===== src/hdl/edg_pkg.sv =====
// shared types, constants and gamma table of the encoder dimmer
package edg_pkg;

  localparam int unsigned LevelW    = 5;
  localparam int unsigned DutyW     = 8;
  localparam int unsigned MsW       = 8;
  localparam int unsigned PaddrW    = 3;
  localparam int unsigned PdataW    = 32;

  localparam logic [LevelW-1:0] LevelMax      = 5'd23;
  localparam logic [LevelW-1:0] LevelReset    = 5'd10;
  localparam logic [MsW-1:0]    DebounceReset = 8'd50;
  localparam logic [MsW-1:0]    ElapsedMax    = 8'd255;

  typedef enum logic [0:0] {
    RegDebounceMs = 1'b0
  } reg_idx_e;

  typedef struct packed {
    logic button_n;
    logic enc_a;
    logic enc_b;
    logic ms_tick;
  } smp_t;

  typedef struct packed {
    logic [DutyW-1:0]  pwm_duty;
    logic              light_on;
    logic [LevelW-1:0] level;
  } res_t;

  function automatic logic [DutyW-1:0] gamma_lut(input logic [LevelW-1:0] idx);
    logic [DutyW-1:0] duty;
    case (idx)
      5'd0:    duty = 8'd2;
      5'd1:    duty = 8'd4;
      5'd2:    duty = 8'd7;
      5'd3:    duty = 8'd10;
      5'd4:    duty = 8'd13;
      5'd5:    duty = 8'd17;
      5'd6:    duty = 8'd22;
      5'd7:    duty = 8'd27;
      5'd8:    duty = 8'd33;
      5'd9:    duty = 8'd39;
      5'd10:   duty = 8'd47;
      5'd11:   duty = 8'd55;
      5'd12:   duty = 8'd64;
      5'd13:   duty = 8'd74;
      5'd14:   duty = 8'd85;
      5'd15:   duty = 8'd97;
      5'd16:   duty = 8'd110;
      5'd17:   duty = 8'd124;
      5'd18:   duty = 8'd140;
      5'd19:   duty = 8'd158;
      5'd20:   duty = 8'd176;
      5'd21:   duty = 8'd196;
      5'd22:   duty = 8'd218;
      default: duty = 8'd255;
    endcase
    return duty;
  endfunction

endpackage


===== src/hdl/edg_smp_if.sv =====
// sample channel: button, encoder phases and millisecond strobe
interface edg_smp_if;
  logic valid;
  logic ready;
  logic button_n;
  logic enc_a;
  logic enc_b;
  logic ms_tick;

  modport source (output valid, output button_n, output enc_a, output enc_b,
                  output ms_tick, input ready);
  modport sink (input valid, input button_n, input enc_a, input enc_b,
                input ms_tick, output ready);
endinterface


===== src/hdl/edg_res_if.sv =====
// result channel: duty, light state and level
interface edg_res_if;
  logic       valid;
  logic       ready;
  logic [7:0] pwm_duty;
  logic       light_on;
  logic [4:0] level;

  modport source (output valid, output pwm_duty, output light_on, output level,
                  input ready);
  modport sink (input valid, input pwm_duty, input light_on, input level,
                output ready);
endinterface


===== src/hdl/edg_core.sv =====
// dimmer state: debounce, encoder stepping and gamma lookup
module edg_core (
  input  logic                       clk_i,
  input  logic                       rst_ni,
  input  logic                       step_i,
  input  edg_pkg::smp_t              smp_i,
  input  logic [edg_pkg::MsW-1:0]    debounce_ms_i,
  output edg_pkg::res_t              res_o
);

  logic                         on_q, on_d;
  logic [edg_pkg::LevelW-1:0]   level_q, level_d;
  logic                         acc_q, acc_d;
  logic [edg_pkg::MsW-1:0]      elapsed_q, elapsed_d;
  logic                         a_armed_q, a_armed_d;
  logic                         b_armed_q, b_armed_d;
  logic                         b_seen_q, b_seen_d;
  logic                         prev_a_q, prev_a_d;

  logic [edg_pkg::MsW-1:0]      elapsed_t;
  logic                         pressed;
  logic                         btn_take;
  logic                         a_fall;
  logic [edg_pkg::LevelW-1:0]   level_a;
  logic                         a_armed_a;
  logic                         b_armed_a;

  assign pressed = ~smp_i.button_n;

  always_comb begin
    // time and button
    elapsed_t = elapsed_q;
    if (smp_i.ms_tick && elapsed_q != edg_pkg::ElapsedMax) begin
      elapsed_t = elapsed_q + 8'd1;
    end
    btn_take  = (elapsed_t > debounce_ms_i) && (pressed != acc_q);
    elapsed_d = btn_take ? '0 : elapsed_t;
    acc_d     = btn_take ? pressed : acc_q;
    on_d      = on_q ^ (btn_take & pressed);

    // phase a
    a_fall    = on_q & prev_a_q & ~smp_i.enc_a;
    level_a   = level_q;
    a_armed_a = a_armed_q;
    b_armed_a = b_armed_q;
    if (a_fall) begin
      if (b_armed_q && !smp_i.enc_b) begin
        if (level_q < edg_pkg::LevelMax) begin
          level_a = level_q + 5'd1;
        end
        b_armed_a = 1'b0;
      end else begin
        a_armed_a = 1'b1;
      end
    end
    prev_a_d = smp_i.enc_a;

    // phase b
    level_d   = level_a;
    a_armed_d = a_armed_a;
    b_armed_d = b_armed_a;
    b_seen_d  = b_seen_q;
    if (on_q) begin
      if (smp_i.enc_b) begin
        b_seen_d = 1'b1;
      end else if (b_seen_q) begin
        b_seen_d = 1'b0;
        if (a_armed_a && !smp_i.enc_a) begin
          if (level_a != '0) begin
            level_d = level_a - 5'd1;
          end
          a_armed_d = 1'b0;
        end else begin
          b_armed_d = 1'b1;
        end
      end
    end
  end

  always_comb begin
    res_o.pwm_duty = on_d ? edg_pkg::gamma_lut(level_d) : '0;
    res_o.light_on = on_d;
    res_o.level    = level_d;
  end

  always_ff @(posedge clk_i or negedge rst_ni) begin
    if (!rst_ni) begin
      on_q      <= 1'b0;
      level_q   <= edg_pkg::LevelReset;
      acc_q     <= 1'b0;
      elapsed_q <= '0;
      a_armed_q <= 1'b0;
      b_armed_q <= 1'b0;
      b_seen_q  <= 1'b0;
      prev_a_q  <= 1'b1;
    end else if (step_i) begin
      on_q      <= on_d;
      level_q   <= level_d;
      acc_q     <= acc_d;
      elapsed_q <= elapsed_d;
      a_armed_q <= a_armed_d;
      b_armed_q <= b_armed_d;
      b_seen_q  <= b_seen_d;
      prev_a_q  <= prev_a_d;
    end
  end

  a_level_range: assert property (@(posedge clk_i) disable iff (!rst_ni)
    level_q <= edg_pkg::LevelMax)
    else $error("level above maximum");

  a_toggle_on_press: assert property (@(posedge clk_i) disable iff (!rst_ni)
    !$stable(on_q) |-> (elapsed_q == '0) && acc_q)
    else $error("light toggled without accepted press");

  a_level_needs_on: assert property (@(posedge clk_i) disable iff (!rst_ni)
    !$stable(level_q) |-> $past(on_q))
    else $error("level moved while light was off");

endmodule


===== src/hdl/encoder_dimmer_with_gamma.sv =====
// Rotary encoder LED dimmer with debounced on/off button and gamma table.
// One sample transfer can be taken every clock while results are taken: a sample is held in an input
// register; when it advances it updates the dimmer state and its result is written to the output
// register in the same cycle, so a result passes the input and output registers in turn and the
// sustained rate is one sample per clock while results are taken, set by the state update in
// edg_core on each advance. While a result is not taken the input
// register still takes one more sample and then the input stalls. The
// debounce time is written over the APB port at byte address 0 (bits 7:0).
module encoder_dimmer_with_gamma (
  input  logic                           clk_i,
  input  logic                           rst_ni,
  edg_smp_if.sink                        smp_i,
  edg_res_if.source                      res_o,
  input  logic                           psel,
  input  logic                           penable,
  input  logic                           pwrite,
  input  logic [edg_pkg::PaddrW-1:0]     paddr,
  input  logic [edg_pkg::PdataW-1:0]     pwdata,
  output logic [edg_pkg::PdataW-1:0]     prdata,
  output logic                           pready
);

  logic                       in_valid_q, in_valid_d;
  edg_pkg::smp_t              in_data_q;
  logic                       out_valid_q, out_valid_d;
  edg_pkg::res_t              out_data_q;
  edg_pkg::res_t              core_res;
  logic                       advance;
  logic                       take;
  logic [edg_pkg::MsW-1:0]    debounce_q;
  edg_pkg::reg_idx_e          reg_idx;
  logic                       reg_hit;

  // configuration port
  assign pready  = 1'b1;
  assign reg_idx = edg_pkg::reg_idx_e'(paddr[2]);
  assign reg_hit = (paddr[1:0] == 2'b00);

  always_comb begin
    prdata = '0;
    case (reg_idx)
      edg_pkg::RegDebounceMs: prdata = {{(edg_pkg::PdataW-edg_pkg::MsW){1'b0}}, debounce_q};
      default:                prdata = '0;
    endcase
  end

  always_ff @(posedge clk_i or negedge rst_ni) begin
    if (!rst_ni) begin
      debounce_q <= edg_pkg::DebounceReset;
    end else if (psel && penable && pwrite && reg_hit
                 && reg_idx == edg_pkg::RegDebounceMs) begin
      debounce_q <= pwdata[edg_pkg::MsW-1:0];
    end
  end

  // two-stage pipeline
  assign advance       = in_valid_q && (!out_valid_q || res_o.ready);
  assign smp_i.ready   = !in_valid_q || advance;
  assign take          = smp_i.valid && smp_i.ready;

  always_comb begin
    in_valid_d  = take ? 1'b1 : (advance ? 1'b0 : in_valid_q);
    out_valid_d = advance ? 1'b1 : (res_o.ready ? 1'b0 : out_valid_q);
  end

  always_ff @(posedge clk_i or negedge rst_ni) begin
    if (!rst_ni) begin
      in_valid_q  <= 1'b0;
      out_valid_q <= 1'b0;
    end else begin
      in_valid_q  <= in_valid_d;
      out_valid_q <= out_valid_d;
    end
  end

  always_ff @(posedge clk_i) begin
    if (take) begin
      in_data_q.button_n <= smp_i.button_n;
      in_data_q.enc_a    <= smp_i.enc_a;
      in_data_q.enc_b    <= smp_i.enc_b;
      in_data_q.ms_tick  <= smp_i.ms_tick;
    end
    if (advance) begin
      out_data_q <= core_res;
    end
  end

  edg_core u_core (
    .clk_i         (clk_i),
    .rst_ni        (rst_ni),
    .step_i        (advance),
    .smp_i         (in_data_q),
    .debounce_ms_i (debounce_q),
    .res_o         (core_res)
  );

  assign res_o.valid    = out_valid_q;
  assign res_o.pwm_duty = out_data_q.pwm_duty;
  assign res_o.light_on = out_data_q.light_on;
  assign res_o.level    = out_data_q.level;

endmodule


===== src/flat_wrapper.sv =====
// flat-port wrapper written by rule: the top's interface ports become plain ports
module encoder_dimmer_with_gamma_flat 
  (clk_i, rst_ni, psel, penable, pwrite, paddr, pwdata, prdata, pready, smp_i_valid, smp_i_button_n, smp_i_enc_a, smp_i_enc_b, smp_i_ms_tick, smp_i_ready, res_o_valid, res_o_pwm_duty, res_o_light_on, res_o_level, res_o_ready);
  edg_smp_if smp_i_i ();
  edg_res_if res_o_i ();
  input  logic clk_i;
  input  logic rst_ni;
  input  logic psel;
  input  logic penable;
  input  logic pwrite;
  input  logic [edg_pkg::PaddrW-1:0] paddr;
  input  logic [edg_pkg::PdataW-1:0] pwdata;
  output logic [edg_pkg::PdataW-1:0] prdata;
  output logic pready;
  input wire logic [$bits(smp_i_i.valid)-1:0] smp_i_valid;
  input wire logic [$bits(smp_i_i.button_n)-1:0] smp_i_button_n;
  input wire logic [$bits(smp_i_i.enc_a)-1:0] smp_i_enc_a;
  input wire logic [$bits(smp_i_i.enc_b)-1:0] smp_i_enc_b;
  input wire logic [$bits(smp_i_i.ms_tick)-1:0] smp_i_ms_tick;
  output wire logic [$bits(smp_i_i.ready)-1:0] smp_i_ready;
  output wire logic [$bits(res_o_i.valid)-1:0] res_o_valid;
  output wire logic [$bits(res_o_i.pwm_duty)-1:0] res_o_pwm_duty;
  output wire logic [$bits(res_o_i.light_on)-1:0] res_o_light_on;
  output wire logic [$bits(res_o_i.level)-1:0] res_o_level;
  input wire logic [$bits(res_o_i.ready)-1:0] res_o_ready;
  assign smp_i_i.valid = smp_i_valid;
  assign smp_i_i.button_n = smp_i_button_n;
  assign smp_i_i.enc_a = smp_i_enc_a;
  assign smp_i_i.enc_b = smp_i_enc_b;
  assign smp_i_i.ms_tick = smp_i_ms_tick;
  assign smp_i_ready = smp_i_i.ready;
  assign res_o_valid = res_o_i.valid;
  assign res_o_pwm_duty = res_o_i.pwm_duty;
  assign res_o_light_on = res_o_i.light_on;
  assign res_o_level = res_o_i.level;
  assign res_o_i.ready = res_o_ready;
  encoder_dimmer_with_gamma u_core (.clk_i(clk_i), .rst_ni(rst_ni), .smp_i(smp_i_i), .res_o(res_o_i), .psel(psel), .penable(penable), .pwrite(pwrite), .paddr(paddr), .pwdata(pwdata), .prdata(prdata), .pready(pready));
endmodule

===== config.mk =====
export PLATFORM = sky130hd
export DESIGN_NAME = encoder_dimmer_with_gamma_flat
export DESIGN_NICKNAME = d
export VERILOG_FILES = /design/src/hdl/edg_pkg.sv /design/src/hdl/edg_smp_if.sv /design/src/hdl/edg_res_if.sv /design/src/hdl/edg_core.sv /design/src/hdl/encoder_dimmer_with_gamma.sv /design/src/flat_wrapper.sv
export SDC_FILE = /design/constraint.sdc
export NUM_CORES = 1
export LEC_CHECK = 0
export BUFFER_PORTS_ARGS = -buffer_cell sky130_fd_sc_hd__buf_4
export CORE_MARGIN = 2
export CORE_UTILIZATION = 53
export CTS_CLUSTER_DIAMETER = 200
export DETAILED_ROUTE_END_ITERATION = 12
export GPL_TIMING_DRIVEN = 0
export PLACE_DENSITY = 0.81
export SYNTH_ARGS = -nofsm -noshare
export SYNTH_HDL_FRONTEND = slang
export SYNTH_HIERARCHICAL = 1
export SYNTH_SLANG_ARGS = --single-unit

===== constraint.sdc =====
create_clock -name clk_i -period 5 [get_ports clk_i]
set_input_delay 1 -clock clk_i [delete_from_list [all_inputs] [get_ports clk_i]]
set_output_delay 1 -clock clk_i [all_outputs]
set_load 0.03 [all_outputs]

==> results.rst <==
.. list-table::
   :header-rows: 1

   * - Metric
     - Value
   * - # fillers
     - 524
   * - Largest net degree at the start of global routing
     - 30
   * - Kind of capture point of the worst setup path
     - register
   * - Remaining DRCs
     - 0
   * - Wire length of the first global-routing pass
     - 12.4 mm
   * - Setup crit start
     - u_core/u_core/prev_a_q
   * - Portion of the clock cycle consumed by the worst path in the final layout
     - 0.833
   * - Setup repair after global routing missed its margin
     - no
   * - Antenna-violating nets left
     - 0
   * - Overall via count from detail_route
     - around 2800
   * - Total number of yosys warnings
     - 6
   * - Commonest non-fill, non-tap cells in the layout
     - sky130_fd_sc_hd__buf_4, sky130_fd_sc_hd__conb_1, sky130_fd_sc_hd__dfrtp_1
   * - Leading cell type in the layout, fill and taps excluded
     - sky130_fd_sc_hd__buf_4
   * - Arrival time of the worst setup path
     - 4200 ps
   * - Average footprint of a synthesized cell
     - 10.2 um2
   * - Area of the die
     - 0.00716 mm2
   * - Site row count
     - 29
   * - Post-layout minimum cycle time
     - 4170 ps
   * - Count of flip-flops with a built-in enable after synthesis
     - 18
   * - Maxcap violations
     - 0
   * - Number of instances in the synthesized netlist
     - around 340
   * - Tot GR Track Use
     - 0.210
   * - Final core utilization
     - 0.647
   * - Worst-path maximum fanout
     - 7
   * - Number of iterations in the first detailed-routing pass
     - 5
   * - Max Clock Skew
     - 15.5 ps
   * - Outcome
     - complete, no violations
   * - Power Total
     - around 2.0 mW
   * - Top_reg_cell synth
     - sky130_fd_sc_hd__dfrtp_1
   * - Final layout net count
     - ~480
   * - Boundary Pins
     - 95
   * - Final setup vio count
     - 0
   * - Number of port buffers
     - 45
   * - Slew of the pin with the lowest slew margin
     - 806 ps
   * - CTS resizes
     - 0
   * - Via count of the first global-routing pass
     - 2707
   * - Post-route worst hold slack
     - 488 ps
   * - Summed negative setup slack over all endpoints
     - 0 ps
   * - Startpoint type of the worst setup path
     - register
   * - Detail Placement HPWL
     - approximately 5.5 mm
   * - Number of different library cells in the post-synthesis netlist
     - 73
   * - Placer's final routability congestion estimate
     - 0.909
   * - Startpoint of the worst-slack reg-to-reg timing path
     - u_core/u_core/prev_a_q
   * - CTS root buf
     - sky130_fd_sc_hd__clkbuf_8
   * - Clock Latency Late Sink
     - 310 ps
   * - Area added between synthesis and finish
     - 18.4%
   * - Post-synthesis instance area
     - 0.00345 mm2
   * - Vias per std cell
     - 5.63
   * - CTS clock-pin slew for the worst setup and hold paths
     - 100 ps
   * - Maximum vdd ir drop
     - 283 uV
   * - Top achievable clock speed
     - 240 MHz
   * - Core box area
     - 0.00631 mm2
   * - Number of hold-repair buffers added at the cts stage
     - 0
   * - Relative max-transition margin
     - 0.459
   * - Launch point of the worst hold path
     - u_core/in_valid_q
   * - Average wire length per cell after detail routing
     - ~15 um
   * - Number of antenna violations at the first check in global routing
     - 0
   * - Fraction of layout instances using a drive strength above 1
     - 0.320
   * - Share of synthesized registers carrying an async set or reset
     - 0.617
   * - Worst-case clock buffer depth
     - 2
   * - FF+latch count, synth
     - 47
   * - Die X
     - 84.6 um
   * - ANT cells
     - 0
   * - Initial detailed-routing violation count
     - approximately 110
   * - Aggregate global routing overflow
     - 0
   * - H-tree depth reported by CTS
     - 2
   * - Count of clock tree sinks
     - 47
   * - Fraction of the yosys area taken by sequential cells
     - 0.370
   * - Worst Hold Class
     - register to register
   * - Number of buffers added for setup after CTS
     - 0
   * - Final routed wirelength across all metal layers
     - a little over 7 mm
   * - Starting density of the core
     - 0.546
   * - Clock tree from TritonCTS
     - yes
   * - Die height
     - 84.6 um
   * - Critical path type
     - register to register
   * - Cts bufs inserted
     - 5
   * - Total count of hold-check failures in the final report
     - 0
   * - Power density over cell area
     - around 500 mW/mm2
   * - Leakage Power
     - between 1.5 and 2 nW
   * - Crit path required time
     - about 5000 ps
   * - Final Max Tran Viols
     - 0
## path summary, 6_finish.rpt
| path | endpoint | slack [ps] | cells past startpoint |
|---|---|---|---|
| min in group asynchronous | u_core/res_o.valid | 600 | 1 |
| max reg2reg | u_core/res_o.pwm_duty[2] | 830 | 13 |
| min reg2reg | u_core/res_o.valid | 490 | 1 |
| max | u_core/res_o.pwm_duty[2] | 830 | 13 |
| max in group asynchronous | u_core/debounce_q[4] | 4080 | 1 |
| min | u_core/res_o.valid | 490 | 1 |
## metal layers
| metal | wire (um) | vias up | global-route usage | part of all wire |
|---|---|---|---|---|
| met1 | 2800 | 1315 | 0.237 | 0.39 |
| met2 | 3960 | 101 | 0.396 | 0.55 |
| li1 | - | 1327 | - | - |
| met3 | 337 | 15 | 0.0374 | 0.046 |
| met4 | 143 | 0 | 0.0722 | 0.020 |
| met5 | 0 | - | 0 | 0 |
## sequential cells by signal, summed over array words and instances (netlist names)
register                 flops
u_core/u_core/elapsed_q      8
u_core/in_data_q             4
u_core/res_o.level           5
u_core/u_core/level_q        5
u_core/u_core/on_q           1
u_core/u_core/b_armed_q      1
u_core/debounce_q            8
u_core/u_core/a_armed_q      1
u_core/u_core/acc_q          1
u_core/in_valid_q            1
u_core/u_core/prev_a_q       1
u_core/res_o.valid           1
u_core/res_o.light_on        1
u_core/u_core/b_seen_q       1
u_core/res_o.pwm_duty        8
## logic make-up after synthesis
kind of cell / Yosys count / synth area share
muxes: 21 / 0.0762
buffers and inverters: 59 / 0.0991
DFF: 47 / 0.370
adders and majority gates: 18 / 0.0653
xor gates and xnor gates: 15 / 0.0381
other: 2 / 0.00218
AOI/OAI and AO/OA: 76 / 0.174
and+or+nand+nor: 99 / 0.176
## worst max-delay path: stages (launching register included)
cell,delay [ps]
sky130_fd_sc_hd__dfstp_2,610
sky130_fd_sc_hd__nand4b_4,200
sky130_fd_sc_hd__a211oi_4,370
sky130_fd_sc_hd__xor2_1,350
sky130_fd_sc_hd__inv_2,110
sky130_fd_sc_hd__ha_1,220
sky130_fd_sc_hd__o311a_1,120
sky130_fd_sc_hd__o21ai_0,230
sky130_fd_sc_hd__a21oi_1,190
sky130_fd_sc_hd__or2_2,390
sky130_fd_sc_hd__ha_1,370
sky130_fd_sc_hd__or3_1,380
sky130_fd_sc_hd__a211oi_1,260
sky130_fd_sc_hd__a2111oi_2,90
## where the power goes
part | internal [mW] | switching, mW
sequential | 0.542 | 0.0778
clock | 0.151 | 0.134
combinational | 0.431 | 0.649
total | 1.12 | 0.861
## through the flow
step / cell area (um2) / worst slack [ps] / std cells
3_5_place_dp: 3970 / 878 / 482
3_3_place_gp: 3970 / 883 / 482
4_1_cts: 4080 / 863 / 490
6_report: 4080 / 835 / 490
2_1_floorplan: 3530 / 1260 / 360
5_1_grt: 4080 / 573 / 490
## area by class of cell
cell class	count	area (um2)	share of cell area
Buffer	37	256	0.0628
Clock buffer	5	68.8	0.0169
Clock inverter	3	46.3	0.0113
Inverter	22	85.1	0.0208
Multi-Input combinational cell	254	1920	0.470
Sequential cell	47	1270	0.312
Tap cell	77	96.3	0.0236
Timing Repair Buffer	45	338	0.0827
## synthesized netlist by cell type (4+ instances only)
cell | n | share of area
sky130_fd_sc_hd__a211oi_1 | 4 | 0.0087
sky130_fd_sc_hd__a21oi_1 | 13 | 0.019
sky130_fd_sc_hd__a22o_1 | 4 | 0.010
sky130_fd_sc_hd__and2b_2 | 8 | 0.020
sky130_fd_sc_hd__buf_4 | 26 | 0.057
sky130_fd_sc_hd__clkbuf_1 | 4 | 0.0044
sky130_fd_sc_hd__dfrtp_1 | 23 | 0.17
sky130_fd_sc_hd__dfstp_2 | 6 | 0.046
sky130_fd_sc_hd__edfxtp_1 | 18 | 0.16
sky130_fd_sc_hd__ha_1 | 18 | 0.065
sky130_fd_sc_hd__inv_1 | 20 | 0.022
sky130_fd_sc_hd__mux2_2 | 6 | 0.020
sky130_fd_sc_hd__mux2_4 | 9 | 0.039
sky130_fd_sc_hd__mux2i_1 | 6 | 0.017
sky130_fd_sc_hd__nand2_1 | 11 | 0.012
sky130_fd_sc_hd__nand2b_1 | 5 | 0.0091
sky130_fd_sc_hd__nand3_1 | 12 | 0.017
sky130_fd_sc_hd__nand3b_1 | 5 | 0.011
sky130_fd_sc_hd__nor2_1 | 19 | 0.021
sky130_fd_sc_hd__nor3_1 | 8 | 0.012
sky130_fd_sc_hd__o21a_1 | 5 | 0.011
sky130_fd_sc_hd__o21ai_0 | 13 | 0.019
sky130_fd_sc_hd__xnor2_1 | 8 | 0.020
sky130_fd_sc_hd__xor2_1 | 7 | 0.018
Power figures use the tool's default switching activity.
